<file path="src/sv/mmfs_pkg.sv">
// ----------------------------------------------------------------------------
// Min-max feature scaler package
// Shared constants, codes and transaction types for the min-max feature scaler.
// ----------------------------------------------------------------------------
package mmfs_pkg;

  localparam int NUM_COLUMNS = 64;
  localparam int COL_AW      = (NUM_COLUMNS > 1) ? $clog2(NUM_COLUMNS) : 1;
  localparam int DATA_W      = 16;
  localparam int DIV_STEPS   = DATA_W;
  localparam int CNT_W       = $clog2(DIV_STEPS);
  localparam int FRAC_SHIFT  = 12;
  localparam int PRE_BITS    = DATA_W - FRAC_SHIFT;

  localparam logic [1:0] REQ_TRAIN = 2'd0;
  localparam logic [1:0] REQ_SCALE = 2'd1;
  localparam logic [1:0] REQ_CLEAR = 2'd2;

  localparam logic signed [DATA_W-1:0] MIN_RESET = 16'sh7FFF;
  localparam logic signed [DATA_W-1:0] MAX_RESET = 16'sh8000;
  localparam logic [DATA_W-1:0]        Q_POS_MAX = 16'h7FFF;
  localparam logic [DATA_W-1:0]        Q_NEG_MAG = 16'h8000;

  typedef enum logic [1:0] {
    ST_IDLE,
    ST_EXEC,
    ST_DIV
  } state_t;

  typedef struct packed {
    logic [1:0]               req_type;
    logic [5:0]               col_index;
    logic signed [DATA_W-1:0] sample_value;
  } req_t;

  typedef struct packed {
    logic signed [DATA_W-1:0] scaled_value;
    logic                     saturated;
    logic                     flat_column;
  } result_t;

  typedef struct packed {
    logic signed [DATA_W-1:0] minimum;
    logic signed [DATA_W-1:0] maximum;
  } stats_t;

  typedef struct packed {
    logic              start;
    logic [DATA_W-1:0] magnitude;
    logic [DATA_W-1:0] span;
  } div_cmd_t;

  typedef struct packed {
    logic              done;
    logic              overflow;
    logic [DATA_W-1:0] quotient;
  } div_sts_t;

endpackage

</file>
<file path="src/sv/min_max_feature_scaler.sv">
// ----------------------------------------------------------------------------
// Min-max feature scaler
// Keeps a running minimum and maximum per feature column and scales samples
// to (v - min) / (max - min) in signed Q4.12.
// ----------------------------------------------------------------------------
// A transaction is taken when start is high and busy is low. Training and
// clear transactions give no result, and busy falls again when the block
// leaves its execute state. A scale transaction holds busy high until its
// result is ready. Its result appears with strobe high in the cycle in which busy
// falls. For a flat column the result is made in the execute state. For one
// whose quotient the divider's up-front check finds to overflow, it follows
// the divider's done. Otherwise it waits for the radix-2 divider, which retires
// one quotient bit per cycle.
// Each result is shown for a single cycle with strobe high and cannot be held
// off by the receiver.
// ----------------------------------------------------------------------------
module min_max_feature_scaler (
  input  logic              clk,
  input  logic              rst,
  input  logic              start,
  output logic              busy,
  input  mmfs_pkg::req_t    req,
  output logic              strobe,
  output mmfs_pkg::result_t result
);
  import mmfs_pkg::*;

  state_t                   state;
  state_t                   state_next;
  req_t                     req_q;
  logic [NUM_COLUMNS-1:0]   col_valid;
  logic                     neg_q;

  logic                     strobe_next;
  result_t                  result_next;
  logic                     ram_we;
  stats_t                   ram_wdata;
  logic [$bits(stats_t)-1:0] ram_rdata;
  stats_t                   rd_stats;
  logic                     valid_set;
  logic                     valid_clear;
  div_cmd_t                 div_cmd;
  div_sts_t                 div_sts;

  logic [COL_AW-1:0]        addr_q;
  logic                     col_ok;
  logic signed [DATA_W-1:0] mn;
  logic signed [DATA_W-1:0] mx;
  logic [DATA_W:0]          diff;
  logic [DATA_W:0]          diff_neg;
  logic [DATA_W:0]          span;
  logic                     flat;

  mmfs_ram #(
    .WIDTH($bits(stats_t)),
    .DEPTH(NUM_COLUMNS)
  ) u_stats_ram (
    .clk  (clk),
    .we   (ram_we),
    .waddr(addr_q),
    .wdata(ram_wdata),
    .raddr(COL_AW'(req.col_index)),
    .rdata(ram_rdata)
  );

  mmfs_divider u_divider (
    .clk(clk),
    .rst(rst),
    .cmd(div_cmd),
    .sts(div_sts)
  );

  always_comb begin
    addr_q   = COL_AW'(req_q.col_index);
    col_ok   = (32'(req_q.col_index) < NUM_COLUMNS);
    rd_stats = stats_t'(ram_rdata);
    mn       = col_valid[addr_q] ? rd_stats.minimum : MIN_RESET;
    mx       = col_valid[addr_q] ? rd_stats.maximum : MAX_RESET;
    diff     = {req_q.sample_value[DATA_W-1], req_q.sample_value} - {mn[DATA_W-1], mn};
    diff_neg = -diff;
    span     = {mx[DATA_W-1], mx} - {mn[DATA_W-1], mn};
    flat     = !col_ok || !(mx > mn);
  end

  always_comb begin
    state_next = state;
    unique case (state)
      ST_IDLE: begin
        if (start) begin
          state_next = ST_EXEC;
        end
      end
      ST_EXEC: begin
        if (req_q.req_type == REQ_SCALE && !flat) begin
          state_next = ST_DIV;
        end else begin
          state_next = ST_IDLE;
        end
      end
      ST_DIV: begin
        if (div_sts.done) begin
          state_next = ST_IDLE;
        end
      end
      default: state_next = ST_IDLE;
    endcase
  end

  always_comb begin
    ram_we      = 1'b0;
    ram_wdata   = '{minimum: mn, maximum: mx};
    valid_set   = 1'b0;
    valid_clear = 1'b0;
    div_cmd     = '{start: 1'b0,
                    magnitude: diff[DATA_W] ? diff_neg[DATA_W-1:0] : diff[DATA_W-1:0],
                    span: span[DATA_W-1:0]};
    strobe_next = 1'b0;
    result_next = result;
    unique case (state)
      ST_IDLE: begin
      end
      ST_EXEC: begin
        case (req_q.req_type)
          REQ_TRAIN: begin
            if (col_ok) begin
              ram_we    = 1'b1;
              valid_set = 1'b1;
              ram_wdata.minimum = (req_q.sample_value < mn) ? req_q.sample_value : mn;
              ram_wdata.maximum = (req_q.sample_value > mx) ? req_q.sample_value : mx;
            end
          end
          REQ_CLEAR: begin
            valid_clear = 1'b1;
          end
          REQ_SCALE: begin
            if (flat) begin
              strobe_next = 1'b1;
              result_next = '{scaled_value: '0, saturated: 1'b0, flat_column: 1'b1};
            end else begin
              div_cmd.start = 1'b1;
            end
          end
          default: begin
          end
        endcase
      end
      ST_DIV: begin
        if (div_sts.done) begin
          strobe_next             = 1'b1;
          result_next.flat_column = 1'b0;
          if (neg_q) begin
            result_next.saturated    = div_sts.overflow || (div_sts.quotient > Q_NEG_MAG);
            result_next.scaled_value = result_next.saturated ? Q_NEG_MAG
                                                             : DATA_W'(-div_sts.quotient);
          end else begin
            result_next.saturated    = div_sts.overflow || (div_sts.quotient > Q_POS_MAX);
            result_next.scaled_value = result_next.saturated ? Q_POS_MAX : div_sts.quotient;
          end
        end
      end
      default: begin
      end
    endcase
  end

  always_ff @(posedge clk) begin
    if (rst) begin
      state     <= ST_IDLE;
      strobe    <= 1'b0;
      col_valid <= '0;
    end else begin
      state  <= state_next;
      strobe <= strobe_next;
      if (valid_clear) begin
        col_valid <= '0;
      end else if (valid_set) begin
        col_valid[addr_q] <= 1'b1;
      end
    end
  end

  always_ff @(posedge clk) begin
    result <= result_next;
    if (state == ST_IDLE && start) begin
      req_q <= req;
    end
    if (div_cmd.start) begin
      neg_q <= diff[DATA_W];
    end
  end

  assign busy = (state != ST_IDLE);

  assert property (@(posedge clk) disable iff (rst)
    strobe |-> ($past(state) == ST_EXEC || $past(state) == ST_DIV))
    else $error("Result strobe without a scale transaction in progress.");

  assert property (@(posedge clk) disable iff (rst)
    (strobe && result.flat_column) |-> (result.scaled_value == '0 && !result.saturated))
    else $error("Flat column result is not zero or is marked saturated.");

  assert property (@(posedge clk) disable iff (rst)
    (start && !busy) |=> busy)
    else $error("Accepted transaction did not make the block busy.");

  assert property (@(posedge clk) disable iff (rst)
    div_sts.done |-> state == ST_DIV)
    else $error("Divider finished outside the divide state.");

endmodule

</file>
<file path="src/sv/mmfs_ram.sv">
// ----------------------------------------------------------------------------
// Generic single-port-write RAM
// One write port and one read port with registered read data.
// ----------------------------------------------------------------------------
module mmfs_ram #(
  parameter int WIDTH = 32,
  parameter int DEPTH = 64
) (
  input  logic                                    clk,
  input  logic                                    we,
  input  logic [((DEPTH > 1) ? $clog2(DEPTH) : 1)-1:0] waddr,
  input  logic [WIDTH-1:0]                        wdata,
  input  logic [((DEPTH > 1) ? $clog2(DEPTH) : 1)-1:0] raddr,
  output logic [WIDTH-1:0]                        rdata
);

  logic [WIDTH-1:0] mem [DEPTH];

  always_ff @(posedge clk) begin
    if (we) begin
      mem[waddr] <= wdata;
    end
    rdata <= mem[raddr];
  end

endmodule

</file>
<file path="src/sv/mmfs_divider.sv">
// ----------------------------------------------------------------------------
// Min-max feature scaler divider
// Radix-2 restoring divider for (magnitude << 12) / span, one quotient bit
// per cycle, with an up-front check for quotients that need more than 16 bits.
// ----------------------------------------------------------------------------
module mmfs_divider (
  input  logic                clk,
  input  logic                rst,
  input  mmfs_pkg::div_cmd_t  cmd,
  output mmfs_pkg::div_sts_t  sts
);
  import mmfs_pkg::*;

  logic              active;
  logic              done;
  logic              overflow;
  logic [DATA_W-1:0] rem;
  logic [DATA_W-1:0] shift;
  logic [DATA_W-1:0] quot;
  logic [DATA_W-1:0] span;
  logic [CNT_W-1:0]  count;

  logic [DATA_W:0]   trial;
  logic              fits;
  logic [DATA_W-1:0] rem_next;
  logic              too_big;

  always_comb begin
    trial    = {rem, shift[DATA_W-1]};
    fits     = (trial >= {1'b0, span});
    rem_next = fits ? DATA_W'(trial - {1'b0, span}) : trial[DATA_W-1:0];
    too_big  = ({{PRE_BITS{1'b0}}, cmd.magnitude} >= {cmd.span, {PRE_BITS{1'b0}}});
  end

  always_ff @(posedge clk) begin
    if (rst) begin
      active <= 1'b0;
      done   <= 1'b0;
    end else begin
      done <= 1'b0;
      if (cmd.start) begin
        overflow <= too_big;
        span     <= cmd.span;
        rem      <= DATA_W'(cmd.magnitude >> PRE_BITS);
        shift    <= {cmd.magnitude[PRE_BITS-1:0], {FRAC_SHIFT{1'b0}}};
        quot     <= '0;
        count    <= '0;
        active   <= !too_big;
        done     <= too_big;
      end else if (active) begin
        rem   <= rem_next;
        shift <= {shift[DATA_W-2:0], 1'b0};
        quot  <= {quot[DATA_W-2:0], fits};
        count <= count + 1'b1;
        if (count == CNT_W'(DIV_STEPS - 1)) begin
          active <= 1'b0;
          done   <= 1'b1;
        end
      end
    end
  end

  assign sts = '{done: done, overflow: overflow, quotient: quot};

endmodule

</file>
<file path="config.mk">
export PLATFORM = sky130hd
export DESIGN_NAME = min_max_feature_scaler
export DESIGN_NICKNAME = d
export VERILOG_FILES = /design/src/sv/mmfs_pkg.sv /design/src/sv/min_max_feature_scaler.sv /design/src/sv/mmfs_ram.sv /design/src/sv/mmfs_divider.sv
export SDC_FILE = /design/constraint.sdc
export NUM_CORES = 2
export LEC_CHECK = 0
export BUFFER_PORTS_ARGS = -buffer_cell sky130_fd_sc_hd__buf_4
export CORE_MARGIN = 5
export CORE_UTILIZATION = 56
export CTS_BUF_LIST = sky130_fd_sc_hd__clkbuf_4 sky130_fd_sc_hd__clkbuf_8
export CTS_CLUSTER_DIAMETER = 50
export CTS_CLUSTER_SIZE = 20
export DETAILED_ROUTE_END_ITERATION = 8
export HOLD_SLACK_MARGIN = 0.15
export PLACE_DENSITY = 0.68
export SYNTH_ARGS = -nofsm -noshare
export SYNTH_HDL_FRONTEND = slang
export SYNTH_SLANG_ARGS = --single-unit
</file>
<file path="constraint.sdc">
create_clock -name clk -period 10.7 [get_ports clk]
set_input_delay 2.14 -clock clk [delete_from_list [all_inputs] [get_ports clk]]
set_output_delay 2.14 -clock clk [all_outputs]
set_load 0.03 [all_outputs]
</file>
==> After elaboration in Yosys (flattened, before gate mapping) <==
Memories as Yosys holds them, arrays and structs flattened. A register that Yosys moved wholly into a read port is not among the register bits.
Cells that the tools add are included.
{ "classes": {"n_addsub": 6, "magnitude_cmp": 9, "n_eq_ne": 9, "n_mux": 48, "n_bitwise": 2, "n_reduce_logical": 16} }
{ "ops": {"columns": ["op", "n"], "rows": [
  ["$mux 16", 12],
  ["$mux 32", 2],
  ["$or 64x64->64", 1],
  ["$mux 18", 3],
  ["$pmux 18 s2", 1],
  ["$gt 16x16->1", 2],
  ["$neg 16->16", 2],
  ["$sub 16x16->16", 2],
  ["$ge 16x20->1", 1],
  ["$mux 1", 20],
  ["$ge 17x16->1", 1],
  ["$mux 17", 1],
  ["$sub 16x16->17", 1],
  ["$gt 16x15->1 const B", 1],
  ["$gt 16x16->1 const B", 1],
  ["$lt 16x16->1", 1],
  ["$mux 12", 1],
  ["$lt 6x7->1 const B", 1],
  ["$bmux 1 s6", 1],
  ["$demux 1 s6", 1],
  ["$ge 6x1->1 const B", 1],
  ["$mux 2", 3],
  ["$ne 2x2->1 const B", 3],
  ["$pmux 2 s3", 1],
  ["16 further kinds", 26]
]} }
{ "totals": {"ff_bits": 180, "ramBits": 2048, "inputBits": 27, "out_inout_bits": 20, "word_cells": 111, "memories": 1} }
{ "memory_table": {"columns": ["name", "words", "width", "read_ports", "rd_clocked_by_memory_dff", "wr", "line", "source"], "rows": [
  ["u_stats_ram.mem", 64, 32, 1, 1, 1, "mmfs_ram.sv:17", "logic [WIDTH-1:0] mem [DEPTH];"]
]} }

==> Logic depth before layout (Yosys ltp) <==
{ "depth": {"depth_word": 9, "depth_mapped": 39, "depth_no_buf": 32} }

==> By module <==
A second synthesis with hierarchy kept.
{ "hier_totals": {"cells_unflattened": 4730, "hier_area_um2": 90792.1} }
{ "modules_own_cells": {"columns": ["mod", "n_inst", "cells_per_inst", "area_per_inst_um2", "seq_area_each_um2"], "rows": [
  ["mmfs_ram", 1, 3324, 78515.3, 62139.6],
  ["min_max_feature_scaler", 1, 1068, 8635.8, 2632.5],
  ["mmfs_divider", 1, 338, 3641.0, 1751.7]
]} }

==> Worst setup path after synthesis <==
Ideal clock, no wire load.
{ "synth_timing": {"kind": "flip-flop to flip-flop", "startpoint": "register req_q (netlist bit addr_q[0])", "endpoint": "memory u_stats_ram.mem[0][15], data pin", "setup_time_ns": 0.564, "t_arrival_ns": 7.088, "required_time_ns": 10.136, "path_slack_ns": 3.048, "stages_incl_launch_ff": 27, "n_path_buf": 6, "period_less_slack_ns": 7.652, "cell_sequence": "edfxtp_1 > buf_6 > or3b_2 > a21oi_1 > a2111oi_4 > o211ai_4 > or4_1 > buf_2 > buf_2 > clkbuf_1 > clkbuf_1 > nand2_1 > ha_1 > nor2b_1 > o21a_1 > o21a_1 > o21a_1 > o21a_1 > o21a_1 > o21a_1 > o21ai_0 > a21oi_1 > o31a_1 > o21ai_0 > a21oi_1 > clkbuf_1 > mux2i_1"} }
{ "synth_rtl": {"columns": ["item", "line", "source"], "rows": [
  ["start: declaration", "min_max_feature_scaler.sv:30", "req_t req_q;"],
  ["start signal: assignment", "min_max_feature_scaler.sv:185", "req_q <= req;"],
  ["end: declaration", "mmfs_ram.sv:17", null]
]} }

==> Worst setup path after layout <==
{ "layout_timing": {"startpoint": "register req_q (netlist bit addr_q[2])", "endpoint": "register u_divider.active"} }
{ "layout_between": {"elab_chain_cells": 9} }
{ "layout_lines": {"columns": ["item", "line", "source"], "rows": [
  ["$bmux 1 s6 *", "min_max_feature_scaler.sv:77, min_max_feature_scaler.sv:78", null],
  ["$mux 1 (implied by the code) *", "min_max_feature_scaler.sv:77, min_max_feature_scaler.sv:78", null],
  ["$mux 16", "min_max_feature_scaler.sv:77", "mn = col_valid[addr_q] ? rd_stats.minimum : MIN_RESET;"],
  ["$sub 16x16->17", "min_max_feature_scaler.sv:79", "diff = {req_q.sample_value[DATA_W-1], req_q.sample_value} - {mn[DATA_W-1], mn};"],
  ["$neg 16->16", "min_max_feature_scaler.sv:80", "diff_neg = -diff;"],
  ["$mux 16", "min_max_feature_scaler.sv:115", "magnitude: diff[DATA_W] ? diff_neg[DATA_W-1:0] : diff[DATA_W-1:0],"],
  ["$ge 16x20->1", "mmfs_divider.sv:32", "too_big = ({{PRE_BITS{1'b0}}, cmd.magnitude} >= {cmd.span, {PRE_BITS{1'b0}}});"],
  ["$logic_not 1->1", "mmfs_divider.sv:48", "active <= !too_big;"],
  ["$mux 1 *", "mmfs_divider.sv:41", "if (cmd.start) begin"],
  ["end signal: assignment", "mmfs_divider.sv:48", null],
  ["end: declaration", "mmfs_divider.sv:14", "logic active;"]
]} }
Every way passes the cells marked *; elsewhere a longest branch is shown, timed or not. The select of a mux whose other input is x is not followed.
A chain may end at the register's enable or synchronous reset.

==> results.cfg <==
[run_status]
outcome = finished clean

[grt]
use_met2_pct = 41.2
met1_usage_pct = 39.8
grt_pass1_vias = 43600
grt_pass1_wl_mm = 319
busiest_layer = met2
grt_max_degree = 146
antenna_found_initial = 13
grt_use_total_pct = 26.7
grt_overflow = 0
gr-usage-met3_pct = 5.10

[setup_path]
critical_path_class = reg2reg
max_stage_delay_ns = 1.13
worstPathArrival_ns = 9.41
start_kind = register
endpoint_kind = register
cp_common_cell = a21oi_1
r2r_setup_slack_ns = 2.14
crit_fanout = 35
critical_path_required_ns = 11.55
cpMaxStageDelayCell = edfxtp_1

[placed_design]
post-dp-hpwl_mm = 119
io_buffers = 46
gp_congestion = 0.892

[routing]
wl_per_cell_um = 33.9
drt_pass1_iterations = 6
antenna_left = 0
vias = 44400
drc = 0
totalWireLength_mm = 224
routed_via_density = 6.73
drt-initial-drc-count = 5708

[synth]
ys_ff_latch = 2249
async_reset_ff_share_pct = 0
netlist_area_um2 = 89900
synth.most_common_cell = edfxtp_1
syn-num-nets = 4332
yosysUniqueCellTypes = 89
synth.area.top_cells = edfxtp_1 72%, mux4_2 17%, dfxtp_1 2.2%
ys_seq_area_share_pct = 74.0
synth_largest_area_cell = edfxtp_1
syn-mean-instance-area_um2 = 21.2
synth-edff-count = 2148
ys.warnings.count = 0
syn-instance-count = 4235
synth_top_area_share_pct = 71.8
synth_ff_type = edfxtp_1
synthTopCellsByCount = 2148 x edfxtp_1, 667 x mux4_2, 163 x nor2_1

[floorplan]
die-area_um2 = 169000
die_h_um = 411
die_w_um = 411
num_rows = 147
ios = 47
core-area_um2 = 160000
start_util_pct = 56.2

[timing]
hold_viol_final = 0
fmax_mhz = 117
rsz0062_at_grt = false
setup_violations = 0
slew_headroom_pct = 14.4
setup_tns_ns = 0
fin_skew_ns = 0.0724
finalCritPeriodShare_pct = 80.0
worstMarginPinSlew_ns = 1.28
period_minus_slack_ns = 8.56
slew_viol_final = 0
whs_ns = 0.474

[final_layout]
fillers = 11000
fin_nets = 4465
synthToLayoutAreaGrowth_pct = 8.76
drive_above_1_share_pct = 29.0

[cts]
clkLatencyLatePin_ns = 0.99
root_buffer = clkbuf_8
cts_hold_buffers = 0
clk_path_buf_depth = 3
ctsResizeCount = 0
post_cts_buffers = 0
clock-sinks = 2249
cts_made_buffers = 170
cts_max_level = 4
tritoncts = built
clk_pin_slew_ns = 0.10

[power]
power.leakage_nw = 31.1
p_total_mw = 15.7
power_density_nw_per_um2 = 161
ir_worst_vdd_v = 0.000115

[min_path]
hold_class = reg2reg

[flow_run]
max_cap_viol_count = 0
==> through the flow <==
step,util (%),cell area [µm²],cells,worst slack (ns)
after floorplan,-,89900,4235,3.05
after global placement,58.7,93900,6282,2.56
after detailed placement,58.7,93900,6282,2.37
after CTS,61.1,97700,6593,2.30
after global routing,61.1,97700,6595,1.54
final,61.1,97800,6600,2.14
==> cell usage in the layout, fill, tap and decap left out, types with 66 or more instances in the layout <==
cell	netlist	routed
nand2_1	81	81
mux4_2	667	667
inv_1	95	95
buf_4	4	155
nor2_4	0	66
clkbuf_8	0	173
nor2_1	163	97
dfxtp_1	101	101
ha_1	69	69
edfxtp_1	2148	2148
o21a_1	82	82
==> layer usage <==
| metal | share of wire, % | wire length [µm] |
|---|---|---|
| met1 | 41 | 90700 |
| met2 | 47 | 106000 |
| met3 | 9.2 | 20500 |
| met4 | 2.9 | 6450 |
| met5 | 0.0058 | 13 |
==> cells by family after synthesis <==
family | share of synthesized area (%)
AOI/OAI and AO/OA | 2.87
xor gates and xnor gates | 0.594
adders and majority gates | 1.12
buffers and inverters | 1.34
DFF | 74.0
muxes | 17.6
and+or+nand+nor | 2.44
==> area by class of cell <==
class / instances / area [µm²] / area share (%)
flip-flops and latches: 2249 / 66500 / 68.0
well taps: 2086 / 2610 / 2.67
clock inverters: 124 / 1340 / 1.37
multi-input cells: 1682 / 23000 / 23.5
diodes: 7 / 17.5 / 0.0179
clock buffers: 187 / 2480 / 2.54
repair buffers: 168 / 1400 / 1.43
inverters: 97 / 364 / 0.372
==> path summary, 6_finish.rpt <==
path / start / endpoint / cells past startpoint
setup / recovery: addr_q[2] / u_divider.active / 32
hold / removal: col_valid[40] / col_valid[40] / 1
setup reg to reg: addr_q[2] / u_divider.active / 32
hold reg to reg: col_valid[40] / col_valid[40] / 1
==> worst max-delay path: cells and delay by family (launching register included) <==
family	cells	cell delay (ns)
buffers and inverters	1	0.39
xor gates and xnor gates	1	0.24
and+or+nand+nor	7	1.74
AOI/OAI and AO/OA	21	4.25
adders and majority gates	2	0.66
DFF	1	1.13
==> sequential cells by signal, indices dropped and copies added, names as in the netlist <==
name,count
u_stats_ram.mem,2048
neg_q,1
u_divider.rem,16
result,18
u_divider.span,16
req_q,18
u_divider.quot,16
u_divider.shift,4
u_divider.count,4
state,2
col_valid,64
strobe,1
u_stats_ram.rdata,32
u_divider.overflow,1
u_divider.active,1
addr_q,6
u_divider.done,1
==> report_power, final <==
group	internal (mW)	switching (mW)
clock network	1.98	3.02
registers	9.64	0.0524
logic	0.422	0.597
total	12.0	3.67
(Power assumes the default switching activity.)
